### src/hw/rtl/assert_macros.svh
// Assertion helper macros used by the decoder RTL.
`ifndef ASSERT_MACROS_SVH
`define ASSERT_MACROS_SVH

// Check that a condition holds at every clock edge outside reset.
`define ASSERT_ALWAYS(label, clk, rst_n, cond, msg) \
    label: assert property (@(posedge clk) disable iff (!rst_n) (cond)) else $error(msg);

// Check that an antecedent implies a consequent in the next cycle.
`define ASSERT_NEXT(label, clk, rst_n, ante, cons, msg) \
    label: assert property (@(posedge clk) disable iff (!rst_n) (ante) |=> (cons)) \
        else $error(msg);

`endif

### src/hw/rtl/rvdec_pkg.sv
// ============================================================================
// rvdec_pkg
// Types and codes for the RV32 instruction decoder.
// ============================================================================
package rvdec_pkg;

    localparam logic [2:0] FK_NONE = 3'd0;
    localparam logic [2:0] FK_R    = 3'd1;
    localparam logic [2:0] FK_I    = 3'd2;
    localparam logic [2:0] FK_S    = 3'd3;
    localparam logic [2:0] FK_B    = 3'd4;
    localparam logic [2:0] FK_U    = 3'd5;
    localparam logic [2:0] FK_J    = 3'd6;

    localparam logic [6:0] OPC_OP     = 7'h33;
    localparam logic [6:0] OPC_AMO    = 7'h2F;
    localparam logic [6:0] OPC_OPFP   = 7'h53;
    localparam logic [6:0] OPC_MADD   = 7'h43;
    localparam logic [6:0] OPC_MSUB   = 7'h47;
    localparam logic [6:0] OPC_NMSUB  = 7'h4B;
    localparam logic [6:0] OPC_NMADD  = 7'h4F;
    localparam logic [6:0] OPC_OPIMM  = 7'h13;
    localparam logic [6:0] OPC_LOAD   = 7'h03;
    localparam logic [6:0] OPC_JALR   = 7'h67;
    localparam logic [6:0] OPC_SYSTEM = 7'h73;
    localparam logic [6:0] OPC_FENCE  = 7'h0F;
    localparam logic [6:0] OPC_LOADFP = 7'h07;
    localparam logic [6:0] OPC_STORE  = 7'h23;
    localparam logic [6:0] OPC_STFP   = 7'h27;
    localparam logic [6:0] OPC_BRANCH = 7'h63;
    localparam logic [6:0] OPC_LUI    = 7'h37;
    localparam logic [6:0] OPC_AUIPC  = 7'h17;
    localparam logic [6:0] OPC_JAL    = 7'h6F;

    localparam logic [6:0] F7_BASE = 7'h00;
    localparam logic [6:0] F7_MUL  = 7'h01;
    localparam logic [6:0] F7_ALT  = 7'h20;
    localparam logic [3:0] FM_TSO  = 4'b1000;
    localparam logic [11:0] SYS_ECALL  = 12'h000;
    localparam logic [11:0] SYS_EBREAK = 12'h001;
    localparam logic [11:0] SYS_WFI    = 12'h105;
    localparam logic [11:0] SYS_MRET   = 12'h302;

    typedef enum logic [6:0] {
        OC_NONE, OC_LUI, OC_AUIPC, OC_JAL, OC_JALR, OC_BEQ, OC_BNE, OC_BLT, OC_BGE,
        OC_BLTU, OC_BGEU, OC_LB, OC_LH, OC_LW, OC_LBU, OC_LHU, OC_SB, OC_SH, OC_SW,
        OC_ADDI, OC_SLTI, OC_SLTIU, OC_XORI, OC_ORI, OC_ANDI, OC_SLLI, OC_SRLI, OC_SRAI,
        OC_ADD, OC_SUB, OC_SLL, OC_SLT, OC_SLTU, OC_XOR, OC_SRL, OC_SRA, OC_OR, OC_AND,
        OC_FENCE, OC_FENCETSO, OC_ECALL, OC_EBREAK,
        OC_CSRRW, OC_CSRRS, OC_CSRRC, OC_CSRRWI, OC_CSRRSI, OC_CSRRCI,
        OC_MUL, OC_MULH, OC_MULHSU, OC_MULHU, OC_DIV, OC_DIVU, OC_REM, OC_REMU,
        OC_LRW, OC_SCW, OC_AMOSWAPW, OC_AMOADDW, OC_AMOXORW, OC_AMOANDW, OC_AMOORW,
        OC_AMOMINW, OC_AMOMAXW, OC_AMOMINUW, OC_AMOMAXUW,
        OC_FLW, OC_FSW, OC_FMADDS, OC_FMSUBS, OC_FNMSUBS, OC_FNMADDS, OC_FADDS, OC_FSUBS,
        OC_FMULS, OC_FDIVS, OC_FSQRTS, OC_FSGNJS, OC_FSGNJNS, OC_FSGNJXS, OC_FMINS,
        OC_FMAXS, OC_FCVTWS, OC_FCVTWUS, OC_FMVXW, OC_FEQS, OC_FLTS, OC_FLES, OC_FCLASSS,
        OC_FCVTSW, OC_FCVTSWU, OC_FMVWX,
        OC_FLD, OC_FSD, OC_FMADDD, OC_FMSUBD, OC_FNMSUBD, OC_FNMADDD, OC_FADDD, OC_FSUBD,
        OC_FMULD, OC_FDIVD, OC_FSQRTD, OC_FSGNJD, OC_FSGNJND, OC_FSGNJXD, OC_FMIND,
        OC_FMAXD, OC_FCVTSD, OC_FCVTDS, OC_FEQD, OC_FLTD, OC_FLED, OC_FCLASSD,
        OC_FCVTWD, OC_FCVTWUD, OC_FCVTDW, OC_FCVTDWU,
        OC_FENCEI, OC_WFI, OC_MRET
    } t_opcode;

    typedef struct packed {
        logic [6:0]  opc;
        logic [2:0]  f3;
        logic [6:0]  f7;
        logic [4:0]  rs2;
        logic [11:0] imm12;
        logic [3:0]  fm;
    } t_fields;

    typedef struct packed {
        logic        sel_s;    // precision picked single
        logic        sel_d;    // precision picked double
        t_opcode     op_s;     // single-precision or fixed candidate
        t_opcode     op_d;     // double-precision candidate
    } t_cand;

    typedef struct packed {
        logic [6:0]  opcode;
        logic [2:0]  format;
        logic [20:0] imm;
        logic [4:0]  rd;
        logic [4:0]  rs1;
        logic [4:0]  rs2;
        logic [4:0]  rs3;
        logic [2:0]  rm;
        logic        aq;
        logic        rl;
    } t_result;

endpackage

### src/hw/rtl/rvdec_if.sv
// ============================================================================
// rvdec_word_if
// Valid/ready channel carrying one word.
// ============================================================================
interface rvdec_word_if #(parameter int W = 32);
    logic         valid;
    logic         ready;
    logic [W-1:0] data;
    modport source (output valid, output data, input ready);
    modport sink   (input valid, input data, output ready);
endinterface

### src/hw/rtl/rvdec_opsel.sv
// ============================================================================
// rvdec_opsel
// Candidate operation codes from major opcode, funct3, funct7 and rs2.
// ============================================================================
module rvdec_opsel
    import rvdec_pkg::*;
(
    input  t_fields i_fld,
    output t_cand   o_cand
);
    logic [4:0] f5;
    logic [1:0] prec;

    assign f5   = i_fld.f7[6:2];
    assign prec = i_fld.f7[1:0];

    always_comb begin
        o_cand.op_s  = OC_NONE;
        o_cand.op_d  = OC_NONE;
        o_cand.sel_s = 1'b1;
        o_cand.sel_d = 1'b0;
        unique case (i_fld.opc)
            OPC_OP: begin
                if (i_fld.f7 == F7_BASE) begin
                    case (i_fld.f3)
                        3'd0: o_cand.op_s = OC_ADD;
                        3'd1: o_cand.op_s = OC_SLL;
                        3'd2: o_cand.op_s = OC_SLT;
                        3'd3: o_cand.op_s = OC_SLTU;
                        3'd4: o_cand.op_s = OC_XOR;
                        3'd5: o_cand.op_s = OC_SRL;
                        3'd6: o_cand.op_s = OC_OR;
                        default: o_cand.op_s = OC_AND;
                    endcase
                end else if (i_fld.f7 == F7_MUL) begin
                    case (i_fld.f3)
                        3'd0: o_cand.op_s = OC_MUL;
                        3'd1: o_cand.op_s = OC_MULH;
                        3'd2: o_cand.op_s = OC_MULHSU;
                        3'd3: o_cand.op_s = OC_MULHU;
                        3'd4: o_cand.op_s = OC_DIV;
                        3'd5: o_cand.op_s = OC_DIVU;
                        3'd6: o_cand.op_s = OC_REM;
                        default: o_cand.op_s = OC_REMU;
                    endcase
                end else if (i_fld.f7 == F7_ALT) begin
                    if (i_fld.f3 == 3'd0) o_cand.op_s = OC_SUB;
                    else if (i_fld.f3 == 3'd5) o_cand.op_s = OC_SRA;
                end
            end
            OPC_OPIMM: begin
                case (i_fld.f3)
                    3'd0: o_cand.op_s = OC_ADDI;
                    3'd1: o_cand.op_s = (i_fld.f7 == F7_BASE) ? OC_SLLI : OC_NONE;
                    3'd2: o_cand.op_s = OC_SLTI;
                    3'd3: o_cand.op_s = OC_SLTIU;
                    3'd4: o_cand.op_s = OC_XORI;
                    3'd5: o_cand.op_s = (i_fld.f7 == F7_BASE) ? OC_SRLI :
                                        (i_fld.f7 == F7_ALT) ? OC_SRAI : OC_NONE;
                    3'd6: o_cand.op_s = OC_ORI;
                    default: o_cand.op_s = OC_ANDI;
                endcase
            end
            OPC_LOAD: begin
                case (i_fld.f3)
                    3'd0: o_cand.op_s = OC_LB;
                    3'd1: o_cand.op_s = OC_LH;
                    3'd2: o_cand.op_s = OC_LW;
                    3'd4: o_cand.op_s = OC_LBU;
                    3'd5: o_cand.op_s = OC_LHU;
                    default: o_cand.op_s = OC_NONE;
                endcase
            end
            OPC_STORE: begin
                case (i_fld.f3)
                    3'd0: o_cand.op_s = OC_SB;
                    3'd1: o_cand.op_s = OC_SH;
                    3'd2: o_cand.op_s = OC_SW;
                    default: o_cand.op_s = OC_NONE;
                endcase
            end
            OPC_BRANCH: begin
                case (i_fld.f3)
                    3'd0: o_cand.op_s = OC_BEQ;
                    3'd1: o_cand.op_s = OC_BNE;
                    3'd4: o_cand.op_s = OC_BLT;
                    3'd5: o_cand.op_s = OC_BGE;
                    3'd6: o_cand.op_s = OC_BLTU;
                    3'd7: o_cand.op_s = OC_BGEU;
                    default: o_cand.op_s = OC_NONE;
                endcase
            end
            OPC_JAL:   o_cand.op_s = OC_JAL;
            OPC_JALR:  o_cand.op_s = (i_fld.f3 == 3'd0) ? OC_JALR : OC_NONE;
            OPC_LUI:   o_cand.op_s = OC_LUI;
            OPC_AUIPC: o_cand.op_s = OC_AUIPC;
            OPC_FENCE: begin
                if (i_fld.f3 == 3'd0)
                    o_cand.op_s = (i_fld.fm == FM_TSO) ? OC_FENCETSO : OC_FENCE;
                else if (i_fld.f3 == 3'd1)
                    o_cand.op_s = OC_FENCEI;
            end
            OPC_SYSTEM: begin
                case (i_fld.f3)
                    3'd0: begin
                        case (i_fld.imm12)
                            SYS_ECALL:  o_cand.op_s = OC_ECALL;
                            SYS_EBREAK: o_cand.op_s = OC_EBREAK;
                            SYS_WFI:    o_cand.op_s = OC_WFI;
                            SYS_MRET:   o_cand.op_s = OC_MRET;
                            default:    o_cand.op_s = OC_NONE;
                        endcase
                    end
                    3'd1: o_cand.op_s = OC_CSRRW;
                    3'd2: o_cand.op_s = OC_CSRRS;
                    3'd3: o_cand.op_s = OC_CSRRC;
                    3'd5: o_cand.op_s = OC_CSRRWI;
                    3'd6: o_cand.op_s = OC_CSRRSI;
                    3'd7: o_cand.op_s = OC_CSRRCI;
                    default: o_cand.op_s = OC_NONE;
                endcase
            end
            OPC_AMO: begin
                if (i_fld.f3 == 3'd2) begin
                    case (f5)
                        5'h00: o_cand.op_s = OC_AMOADDW;
                        5'h01: o_cand.op_s = OC_AMOSWAPW;
                        5'h02: o_cand.op_s = (i_fld.rs2 == 5'd0) ? OC_LRW : OC_NONE;
                        5'h03: o_cand.op_s = OC_SCW;
                        5'h04: o_cand.op_s = OC_AMOXORW;
                        5'h08: o_cand.op_s = OC_AMOORW;
                        5'h0C: o_cand.op_s = OC_AMOANDW;
                        5'h10: o_cand.op_s = OC_AMOMINW;
                        5'h14: o_cand.op_s = OC_AMOMAXW;
                        5'h18: o_cand.op_s = OC_AMOMINUW;
                        5'h1C: o_cand.op_s = OC_AMOMAXUW;
                        default: o_cand.op_s = OC_NONE;
                    endcase
                end
            end
            OPC_LOADFP: begin
                if (i_fld.f3 == 3'd2) o_cand.op_s = OC_FLW;
                else if (i_fld.f3 == 3'd3) o_cand.op_s = OC_FLD;
            end
            OPC_STFP: begin
                if (i_fld.f3 == 3'd2) o_cand.op_s = OC_FSW;
                else if (i_fld.f3 == 3'd3) o_cand.op_s = OC_FSD;
            end
            OPC_MADD, OPC_MSUB, OPC_NMSUB, OPC_NMADD: begin
                o_cand.sel_s = (prec == 2'd0);
                o_cand.sel_d = (prec == 2'd1);
                case (i_fld.opc)
                    OPC_MADD:  begin o_cand.op_s = OC_FMADDS;  o_cand.op_d = OC_FMADDD;  end
                    OPC_MSUB:  begin o_cand.op_s = OC_FMSUBS;  o_cand.op_d = OC_FMSUBD;  end
                    OPC_NMSUB: begin o_cand.op_s = OC_FNMSUBS; o_cand.op_d = OC_FNMSUBD; end
                    default:   begin o_cand.op_s = OC_FNMADDS; o_cand.op_d = OC_FNMADDD; end
                endcase
            end
            OPC_OPFP: begin
                o_cand.sel_s = (prec == 2'd0);
                o_cand.sel_d = (prec == 2'd1);
                case (f5)
                    5'h00: begin o_cand.op_s = OC_FADDS; o_cand.op_d = OC_FADDD; end
                    5'h01: begin o_cand.op_s = OC_FSUBS; o_cand.op_d = OC_FSUBD; end
                    5'h02: begin o_cand.op_s = OC_FMULS; o_cand.op_d = OC_FMULD; end
                    5'h03: begin o_cand.op_s = OC_FDIVS; o_cand.op_d = OC_FDIVD; end
                    5'h0B: begin
                        if (i_fld.rs2 == 5'd0) begin
                            o_cand.op_s = OC_FSQRTS; o_cand.op_d = OC_FSQRTD;
                        end
                    end
                    5'h04: begin
                        case (i_fld.f3)
                            3'd0: begin o_cand.op_s = OC_FSGNJS;  o_cand.op_d = OC_FSGNJD;  end
                            3'd1: begin o_cand.op_s = OC_FSGNJNS; o_cand.op_d = OC_FSGNJND; end
                            3'd2: begin o_cand.op_s = OC_FSGNJXS; o_cand.op_d = OC_FSGNJXD; end
                            default: ;
                        endcase
                    end
                    5'h05: begin
                        if (i_fld.f3 == 3'd0) begin
                            o_cand.op_s = OC_FMINS; o_cand.op_d = OC_FMIND;
                        end else if (i_fld.f3 == 3'd1) begin
                            o_cand.op_s = OC_FMAXS; o_cand.op_d = OC_FMAXD;
                        end
                    end
                    5'h18: begin
                        if (i_fld.rs2 == 5'd0) begin
                            o_cand.op_s = OC_FCVTWS; o_cand.op_d = OC_FCVTWD;
                        end else if (i_fld.rs2 == 5'd1) begin
                            o_cand.op_s = OC_FCVTWUS; o_cand.op_d = OC_FCVTWUD;
                        end
                    end
                    5'h1C: begin
                        if (i_fld.rs2 == 5'd0 && i_fld.f3 == 3'd0) begin
                            o_cand.op_s = OC_FMVXW;
                        end else if (i_fld.rs2 == 5'd0 && i_fld.f3 == 3'd1) begin
                            o_cand.op_s = OC_FCLASSS; o_cand.op_d = OC_FCLASSD;
                        end
                    end
                    5'h14: begin
                        case (i_fld.f3)
                            3'd0: begin o_cand.op_s = OC_FLES; o_cand.op_d = OC_FLED; end
                            3'd1: begin o_cand.op_s = OC_FLTS; o_cand.op_d = OC_FLTD; end
                            3'd2: begin o_cand.op_s = OC_FEQS; o_cand.op_d = OC_FEQD; end
                            default: ;
                        endcase
                    end
                    5'h1A: begin
                        if (i_fld.rs2 == 5'd0) begin
                            o_cand.op_s = OC_FCVTSW; o_cand.op_d = OC_FCVTDW;
                        end else if (i_fld.rs2 == 5'd1) begin
                            o_cand.op_s = OC_FCVTSWU; o_cand.op_d = OC_FCVTDWU;
                        end
                    end
                    5'h1E: begin
                        if (i_fld.rs2 == 5'd0 && i_fld.f3 == 3'd0) o_cand.op_s = OC_FMVWX;
                    end
                    5'h08: begin
                        // conversion between precisions: the rs2 field names the source
                        if (i_fld.rs2 == 5'd1) o_cand.op_s = OC_FCVTSD;
                        if (i_fld.rs2 == 5'd0) o_cand.op_d = OC_FCVTDS;
                    end
                    default: ;
                endcase
            end
            default: ;
        endcase
    end
endmodule

### src/hw/rtl/rv32_instruction_decoder.sv
// ============================================================================
// rv32_instruction_decoder
// Three-stage pipelined RV32IMAFD instruction decoder.
// ============================================================================
// The decoder takes one 32-bit instruction word per cycle on i_in and gives
// one decoded word per instruction on o_out, in order. A word accepted at a
// clock edge is captured by stage 1 at that edge, passes through stage 2, and
// its result is valid on o_out once stage 3 holds it; a new word may enter every
// cycle, so the rate is one word per cycle, set only by o_out readiness.
// Stage 1 registers the raw word and its format; stage 2 picks candidate
// operation codes and builds the immediate; stage 3 applies the precision
// choice and holds the result. A stall at o_out freezes all stages together,
// so nothing is dropped or repeated, and i_in.ready follows o_out readiness
// or a free output slot.
// ============================================================================
module rv32_instruction_decoder
    import rvdec_pkg::*;
(
    input  logic i_clk,
    input  logic i_rst_n,
    rvdec_word_if.sink   i_in,
    rvdec_word_if.source o_out
);
`include "assert_macros.svh"

    logic        adv;
    logic        r_v1, r_v2, r_v3;
    logic [31:0] r_w1, r_w2;
    logic [2:0]  r_fk1, r_fk2;
    t_cand       r_cand2;
    logic [20:0] r_imm2;
    t_result     r_res3;
    t_fields     fld;
    t_cand       cand;
    logic [2:0]  n_fk;
    logic [20:0] n_imm;
    t_opcode     n_op;

    // Advance the whole pipe whenever the output slot is empty or drained.
    assign adv        = !r_v3 || o_out.ready;
    assign i_in.ready = adv;

    always_comb begin
        unique case (i_in.data[6:0])
            OPC_OP, OPC_AMO, OPC_OPFP, OPC_MADD, OPC_MSUB, OPC_NMSUB, OPC_NMADD:
                n_fk = FK_R;
            OPC_OPIMM, OPC_LOAD, OPC_JALR, OPC_SYSTEM, OPC_FENCE, OPC_LOADFP:
                n_fk = FK_I;
            OPC_STORE, OPC_STFP: n_fk = FK_S;
            OPC_BRANCH:          n_fk = FK_B;
            OPC_LUI, OPC_AUIPC:  n_fk = FK_U;
            OPC_JAL:             n_fk = FK_J;
            default:             n_fk = FK_NONE;
        endcase
    end

    // Stage 1: hold the raw word and its format.
    always_ff @(posedge i_clk) begin
        if (!i_rst_n) begin
            r_v1 <= 1'b0;
        end else if (adv) begin
            r_v1 <= i_in.valid;
        end
        if (adv) begin
            r_w1  <= i_in.data;
            r_fk1 <= n_fk;
        end
    end

    assign fld.opc   = r_w1[6:0];
    assign fld.f3    = r_w1[14:12];
    assign fld.f7    = r_w1[31:25];
    assign fld.rs2   = r_w1[24:20];
    assign fld.imm12 = r_w1[31:20];
    assign fld.fm    = r_w1[31:28];

    rvdec_opsel u_opsel (
        .i_fld  (fld),
        .o_cand (cand)
    );

    always_comb begin
        unique case (r_fk1)
            FK_I: n_imm = {{9{r_w1[31]}}, r_w1[31:20]};
            FK_S: n_imm = {{9{r_w1[31]}}, r_w1[31:25], r_w1[11:7]};
            FK_B: n_imm = {{8{r_w1[31]}}, r_w1[31], r_w1[7], r_w1[30:25], r_w1[11:8], 1'b0};
            FK_U: n_imm = {1'b0, r_w1[31:12]};
            FK_J: n_imm = {r_w1[31], r_w1[19:12], r_w1[20], r_w1[30:21], 1'b0};
            default: n_imm = '0;
        endcase
    end

    // Stage 2: hold candidates and immediate.
    always_ff @(posedge i_clk) begin
        if (!i_rst_n) begin
            r_v2 <= 1'b0;
        end else if (adv) begin
            r_v2 <= r_v1;
        end
        if (adv) begin
            r_w2    <= r_w1;
            r_fk2   <= r_fk1;
            r_cand2 <= cand;
            r_imm2  <= n_imm;
        end
    end

    // Pick single or double candidate; drop to invalid on other precisions.
    always_comb begin
        if (r_cand2.sel_s)      n_op = r_cand2.op_s;
        else if (r_cand2.sel_d) n_op = r_cand2.op_d;
        else                    n_op = OC_NONE;
    end

    // Stage 3: output register.
    always_ff @(posedge i_clk) begin
        if (!i_rst_n) begin
            r_v3 <= 1'b0;
        end else if (adv) begin
            r_v3 <= r_v2;
        end
        if (adv) begin
            r_res3.opcode <= n_op;
            r_res3.format <= r_fk2;
            r_res3.imm    <= r_imm2;
            r_res3.rd     <= r_w2[11:7];
            r_res3.rs1    <= r_w2[19:15];
            r_res3.rs2    <= r_w2[24:20];
            r_res3.rs3    <= r_w2[31:27];
            r_res3.rm     <= r_w2[14:12];
            r_res3.aq     <= r_w2[26];
            r_res3.rl     <= r_w2[25];
        end
    end

    assign o_out.valid = r_v3;
    assign o_out.data  = r_res3;

    `ASSERT_NEXT(a_stall_holds, i_clk, i_rst_n, r_v3 && !o_out.ready, r_v3 && $stable(r_res3), "stalled result changed")
    `ASSERT_ALWAYS(a_op_range, i_clk, i_rst_n, !r_v3 || r_res3.opcode <= OC_MRET, "operation code out of range")
    `ASSERT_ALWAYS(a_none_imm, i_clk, i_rst_n, !r_v3 || r_res3.format != FK_NONE || (r_res3.imm == '0 && r_res3.opcode == OC_NONE), "unknown opcode decoded")
    `ASSERT_NEXT(a_advance, i_clk, i_rst_n, adv && r_v2, r_v3, "pipeline lost a word")
endmodule

### src/flat_wrapper.sv
// flat-port wrapper written by rule: the top's interface ports become plain ports
module rv32_instruction_decoder_flat import rvdec_pkg::*;
  (i_clk, i_rst_n, i_in_valid, i_in_data, i_in_ready, o_out_valid, o_out_data, o_out_ready);
  rvdec_word_if #(.W(32)) i_in_i ();
  rvdec_word_if #(.W(($bits(t_result)))) o_out_i ();
  input  logic i_clk;
  input  logic i_rst_n;
  input wire logic [$bits(i_in_i.valid)-1:0] i_in_valid;
  input wire logic [$bits(i_in_i.data)-1:0] i_in_data;
  output wire logic [$bits(i_in_i.ready)-1:0] i_in_ready;
  output wire logic [$bits(o_out_i.valid)-1:0] o_out_valid;
  output wire logic [$bits(o_out_i.data)-1:0] o_out_data;
  input wire logic [$bits(o_out_i.ready)-1:0] o_out_ready;
  assign i_in_i.valid = i_in_valid;
  assign i_in_i.data = i_in_data;
  assign i_in_ready = i_in_i.ready;
  assign o_out_valid = o_out_i.valid;
  assign o_out_data = o_out_i.data;
  assign o_out_i.ready = o_out_ready;
  rv32_instruction_decoder u_core (.i_clk(i_clk), .i_rst_n(i_rst_n), .i_in(i_in_i), .o_out(o_out_i));
endmodule
### config.mk
export PLATFORM = sky130hd
export DESIGN_NAME = rv32_instruction_decoder_flat
export DESIGN_NICKNAME = d
export VERILOG_FILES = /design/src/hw/rtl/rvdec_pkg.sv /design/src/hw/rtl/rvdec_if.sv /design/src/hw/rtl/rvdec_opsel.sv /design/src/hw/rtl/rv32_instruction_decoder.sv /design/src/flat_wrapper.sv
export VERILOG_INCLUDE_DIRS = /design/src /design/src/hw/rtl
export SDC_FILE = /design/constraint.sdc
export NUM_CORES = 1
export LEC_CHECK = 0
export CAP_MARGIN = 20
export CORE_MARGIN = 3
export CORE_UTILIZATION = 50
export CTS_BUF_LIST = sky130_fd_sc_hd__clkbuf_2
export DETAILED_ROUTE_END_ITERATION = 8
export DONT_BUFFER_PORTS = 1
export SYNTH_ARGS = -nofsm -noshare
export SYNTH_HDL_FRONTEND = slang
export SYNTH_SLANG_ARGS = --single-unit
### constraint.sdc
create_clock -name i_clk -period 17.8 [get_ports i_clk]
set_input_delay 3.56 -clock i_clk [delete_from_list [all_inputs] [get_ports i_clk]]
set_output_delay 3.56 -clock i_clk [all_outputs]
set_load 0.02 [all_outputs]
==> run summary, run 1 <==
Status: finished clean
Power per cell area: 91.9 nW/µm²
Max-cap violation count: 0
YS warnings: 0
GR Overflow Total: 0
Routed wire length: 18,300 µm
Most frequent cells in the layout: 156 x edfxtp_1, 48 x nand2_1, 44 x o21ai_0
Worst-Skew Late Latency: 0.71 ns
Worst min path class: reg2reg
Largest net degree at the start of global routing: 81
Root buffer cell: clkbuf_2
Int Pwr: 0.000528 W
Number of synthesized flops with an enable pin: 156
Tightest Pin Transition: 1.04 ns
Input/output buffers: 0
TritonRoute pass-1 iters: 5
Die ar.: 16,700 µm²
Syn Std Cell Area: 7590 µm²
Fin crit period: 7.58 ns
Main synth FF type: edfxtp_1
Final #Nets: 637
Site Rows: 44
Slew Limit Headroom: 30.4%
Critical-path top delay cell: nand2b_4
DP HPWL: 12,400 µm
Sw Share: 27.5%
Max Slew Vio Count: 0
Synth cell types: 75
Logic pwr share: 7.2%
Setup TNS: 0 ns
DRC viols: 0
Reg2Reg Depth: 5
Final Skew: 0.0364 ns
Flip-flop and latch count after synthesis: 159
Peak VDD IR: 0.0684 mV
Post-Syn Nets: 658
Initial Utilization: 51.7%
Area Overhead vs Synth: 4.27%
Worst path max stage delay: 0.45 ns
Ys async rst share: 0%
Area post-placement: 7660 µm²
Synthesized area per cell: 12.2 µm²
Remaining antenna violation count: 0
Flop pwr share: 65.3%
Buf/Inv on CP: 0
Final hold vios: 0
Top cell type by total area after synthesis: edfxtp_1
Routability cong.: 0.929
Leak: 2.81 nW
Final setup viols: 0
Setup repair bufs after CTS: 0
Final core occ: 53.9%
Gate Count Post-Synth: 622
Clk network pwr share: 27.5%
Initial antenna violation count: 1
Clock-pin slew on the worst setup and hold paths: 0.22 ns
Crit start category: input pin
Worst setup EP type: primary output
Initial DRC Count: 693
Die height: 129 µm
Commonest non-fill, non-tap cell in the layout: edfxtp_1
Global Route Usage Sum: 23.0%
CP Max Fanout: 35
Cell Chain, Critical Path: nand2b_4
CTS sink cnt: 159
Vias in the first global route: 4,948
P_sw: 0.000200 W
Routed vias/inst: 6.53
# IOs: 94
CTS tree: done
Worst EP required: 14.24 ns
Register area share after synthesis: 62.5%
Die width: 129 µm
F_max: 0.132 GHz
Worst Hold Depth: 0
Number of CTS-inserted buffers: 17
Share of cells above drive strength 1: 8.63%
Yosys top cell area share: 61.7%
Cell area after layout: 7920 µm²
Routed len/inst: 22.9 µm
Crit path DAT: 4.02 ns
Fin crit share: 42.6%
Crit path depth: 1
CP delay by family, top: simple AND/OR/NAND/NOR gates
Post-CTS Resized: 0
Clk buf depth: 2
Critical path type: in2out
Hold_buf cts: 0
Unrepaired setup endpoints after global routing: false
Global-route wire length before repair: 28,800 µm
Top post-synthesis cells by area: edfxtp_1 62%, o21ai_0 2.9%, nand2_1 2.4%
H-Tree Depth: 4
Via count: 5,221
Core Area: 14,700 µm²
-- flip-flops by register name, indices dropped and copies added (netlist names) --
name and flops:
u_core.r_v2 1, u_core.r_fk1 3, u_core.o_out.data 56, u_core.r_w2 25, u_core.r_imm2 21, u_core.r_w1 32, u_core.o_out.valid 1, u_core.r_fk2 3
u_core.r_cand2 16, u_core.r_v1 1
-- layer usage --
layer	up-vias	wire length (µm)	global-route usage, %
li1	2385	-	-
met1	2543	8020	33.4
met2	260	8310	33.7
met3	33	1530	5.56
met4	0	466	8.34
met5	-	0	0
-- layout make-up --
type | instances | area (µm²)
fillers | 1236 | 6780
clock inverters | 15 | 170
clock buffers | 17 | 85.1
repair buffers | 9 | 67.6
inverters | 17 | 63.8
diodes | 2 | 5.00
multi-input cells | 397 | 2550
well taps | 184 | 230
flip-flops and latches | 159 | 4740
-- stage by stage --
stage / std cells / hold slack, ns / setup slack (ns) / total power [W]
2_1_floorplan: 622 / 0.400 / 6.71 / 0.000518
3_3_place_gp: 766 / 0.401 / 10.24 / 0.000534
3_5_place_dp: 766 / 0.405 / 10.21 / 0.000535
4_1_cts: 798 / 0.439 / 10.21 / 0.000736
5_1_grt: 800 / 0.445 / 10.18 / 0.000760
6_report: 800 / 0.433 / 10.22 / 0.000728
-- kinds of logic (layout without fill, tap and decap cells) --
logic type               after synthesis  in the layout  synth area share (%)
AO/OA/AOI/OAI                        153            153                  13.8
adder cells (fa/ha/maj)                1              1                 0.132
XOR/XNOR                               9              9                  1.04
multiplexers                          12             12                  1.61
AND/OR/NAND/NOR                      222            222                  17.0
buffers and inverters                 66             58                  4.02
other                                  0              2                     0
flip-flops                           159            159                  62.5
-- power groups by stage --
stage	clock network [W]	registers [W]	logic [W]
3_5_place_dp	0	0.000484	0.0000510
6_report	0.000200	0.000475	0.0000521
5_1_grt	0.000222	0.000480	0.0000577
4_1_cts	0.000209	0.000476	0.0000512
2_1_floorplan	0	0.000472	0.0000463
3_3_place_gp	0	0.000483	0.0000506
-- cells in the mapped netlist, types with 7 or more instances --
cell / number
a21oi_1: 19
a22o_1: 13
a22oi_1: 8
and2_1: 7
buf_2: 22
clkbuf_1: 20
edfxtp_1: 156
inv_1: 17
mux2i_1: 10
nand2_1: 48
nand2b_1: 11
nand3_1: 19
nand4_1: 18
nor2_1: 29
nor2b_1: 16
nor3_1: 10
nor3b_1: 7
nor4_1: 10
nor4b_1: 9
o211ai_1: 7
o21ai_0: 44
-- path summary, 6_finish.rpt --
check                                       from               endpoint  slack, ns
worst min register to register  u_core.r_imm2[0]  u_core.o_out.data[25]       0.43
worst max register to register   u_core.r_w1[28]     u_core.r_cand2[13]      14.83
worst min-delay path            u_core.r_imm2[0]  u_core.o_out.data[25]       0.43
worst max-delay path                 o_out_ready             i_in_ready      10.22
No activity file was read; power rests on OpenSTA's default activity.
==> inputs of run 2 (changes only) <==
--- a/config.mk
+++ b/config.mk
@@ -12,6 +12,7 @@
 export CTS_BUF_LIST = sky130_fd_sc_hd__clkbuf_2
 export DETAILED_ROUTE_END_ITERATION = 8
 export DONT_BUFFER_PORTS = 1
+export PLACE_DENSITY = 0.68
 export SYNTH_ARGS = -nofsm -noshare
 export SYNTH_HDL_FRONTEND = slang
 export SYNTH_SLANG_ARGS = --single-unit
==> constraint.sdc (replaced) <==
create_clock -name i_clk -period 6.9 [get_ports i_clk]
set_input_delay 1.38 -clock i_clk [delete_from_list [all_inputs] [get_ports i_clk]]
set_output_delay 1.38 -clock i_clk [all_outputs]
set_load 0.02 [all_outputs]
==> run 2 against run 1 <==
  * Die area unchanged
  * Combinational power rose to 2.6 times the previous value
  * Sequential share of layout area rose by 0.53 points
==> run summary, run 2 (synthesis gave the netlist of run 1 again) <==
Status: finished clean
Unrepaired setup endpoints after global routing: false
Routed wire length: 18,000 µm (-1.6%)
Area post-placement: 7660 µm² (unchanged)
Setup TNS: 0 ns (unchanged)
Share of cells above drive strength 1: 8.02% (-0.61 points)
Input/output buffers: 0 (unchanged)
Number of CTS-inserted buffers: 17 (unchanged)
Worst min path class: reg2reg
Commonest non-fill, non-tap cell in the layout: edfxtp_1
Power Total: 0.00178 W (+140%)
Cell area after layout: 7850 µm² (-0.87%)
Max-cap violation count: 0 (unchanged)
Cell Chain, Critical Path: nand2b_4
Final Skew: 0.0425 ns (+0.00606 ns)
CTS tree: done
Core Area: 14,700 µm² (unchanged)
Leak: 2.78 nW (-1.1%)
Setup repair bufs after CTS: 0 (unchanged)
Worst EP required: 5.52 ns (-8.72 ns)
Initial DRC Count: 572 (-17%)
Area Overhead vs Synth: 3.36%
Worst path max stage delay: 0.45 ns (about the same)
Flip-flop count of the largest register after layout: 56 (unchanged)
CTS sink cnt: 159 (unchanged)
Global-route wire length before repair: 28,200 µm (-2.3%)
Via count: 5,211 (-0.19%)
Final #Nets: 637 (unchanged)
Final setup viols: 0 (unchanged)
Post-CTS Resized: 0 (unchanged)
Routed vias/inst: 6.54 (+0.18%)
GR Overflow Total: 0 (unchanged)
Power per cell area: 227 nW/µm² (+150%)
Final hold vios: 0 (unchanged)
F_max: 0.310 GHz
Buf/Inv on CP: 0 (unchanged)
Critical path type: in2out
Global Route Usage Sum: 22.3% (-0.62 points)
Die height: 129 µm (unchanged)
Most frequent cells in the layout: 156 x edfxtp_1, 48 x nand2_1, 44 x o21ai_0
H-Tree Depth: 4 (unchanged)
CP Max Fanout: 37 (+5.7%)
Routability cong.: 0.944 (+1.7%)
Largest net degree at the start of global routing: 88 (+8.6%)
Slew Limit Headroom: 32.7% (+2.4 points)
Hold_buf cts: 0 (unchanged)
Initial Utilization: 51.7% (unchanged)
DRC viols: 0 (unchanged)
Initial antenna violation count: 1 (unchanged)
Die ar.: 16,700 µm² (unchanged)
Die width: 129 µm (unchanged)
Peak VDD IR: 0.169 mV (+150%)
Fin crit period: 3.22 ns
# IOs: 94 (unchanged)
Max Slew Vio Count: 0 (unchanged)
Clk buf depth: 2 (unchanged)
Tightest Pin Transition: 1.01 ns (-0.0355 ns)
Routed len/inst: 22.6 µm (-1.2%)
Crit start category: input pin
Clock-pin slew on the worst setup and hold paths: 0.21 ns (about the same)
Root buffer cell: clkbuf_2
Crit path DAT: 1.84 ns (-2.18 ns)
Worst setup EP type: primary output
TritonRoute pass-1 iters: 5 (unchanged)
Site Rows: 44 (unchanged)
Remaining antenna violation count: 0 (unchanged)
Fin crit share: 46.7%
Vias in the first global route: 4,891 (-1.2%)
CP delay by family, top: simple AND/OR/NAND/NOR gates
Final core occ: 53.4% (-0.47 points)
Critical-path top delay cell: nand2b_4
Worst-Skew Late Latency: 0.73 ns (+0.02 ns)
DP HPWL: 12,400 µm (-0.27%)
run 2: cell types whose count changed in the layout (fill, tap and decap cells not counted), sizes merged:
cell,delta
inv,-7
clkinv,+4
bufinv,-1
clkbuf,+1
run 2: final timing paths:
kind | from | to | slack, ns | depth (start not counted)
setup / recovery | o_out_ready | i_in_ready | 3.68 | 1
hold / removal | u_core.r_w2[31] | u_core.o_out.data[9] | 0.40 | 0
setup reg to reg | u_core.r_w1[28] | u_core.r_cand2[9] | 3.93 | 5
hold reg to reg | u_core.r_w2[31] | u_core.o_out.data[9] | 0.40 | 0
run 2: final cells by class:
| cell class | count | area, µm² |
|---|---|---|
| tap | 184 | 230 |
| multi-input combinational | 397 | 2550 |
| sequential | 159 | 4740 |
| inverter | 17 | 63.8 |
| antenna | 2 | 5.00 |
| fill | 1250 | 6850 |
| clock inverter | 11 | 96.3 |
| clock buffer | 18 | 90.1 |
| timing repair buffer | 9 | 67.6 |
run 2: through the flow:
step	cells	hold WS, ns	setup slack (ns)
floorplan	622	0.400	0.166
global placement	766	0.401	3.68
detailed placement	766	0.405	3.65
CTS	795	0.410	3.65
global route	797	0.413	3.62
finish	797	0.400	3.68
run 2: routing by layer:
layer	vias up	wire length, µm	track usage [%]
met3	46	1310	5.32
li1	2393	-	-
met2	273	8140	33.0
met1	2499	7990	31.4
met5	-	0	0.588
met4	0	588	10.4
run 2: worst register-to-register path: stages (launching register included):
cell and delay [ns]:
edfxtp_1 1.04, nor3b_1 0.67, o21ai_0 0.30, nand4_1 0.24, a41oi_1 0.09, a2111o_1 0.41
run 2: power breakdown:
part | leakage (nW) | switching, W | internal, W
clock | 0.123 | 0.000297 | 0.000124
sequential | 1.77 | 0.0000910 | 0.00114
combinational | 0.888 | 0.0000866 | 0.0000472
total | 2.78 | 0.000474 | 0.00131
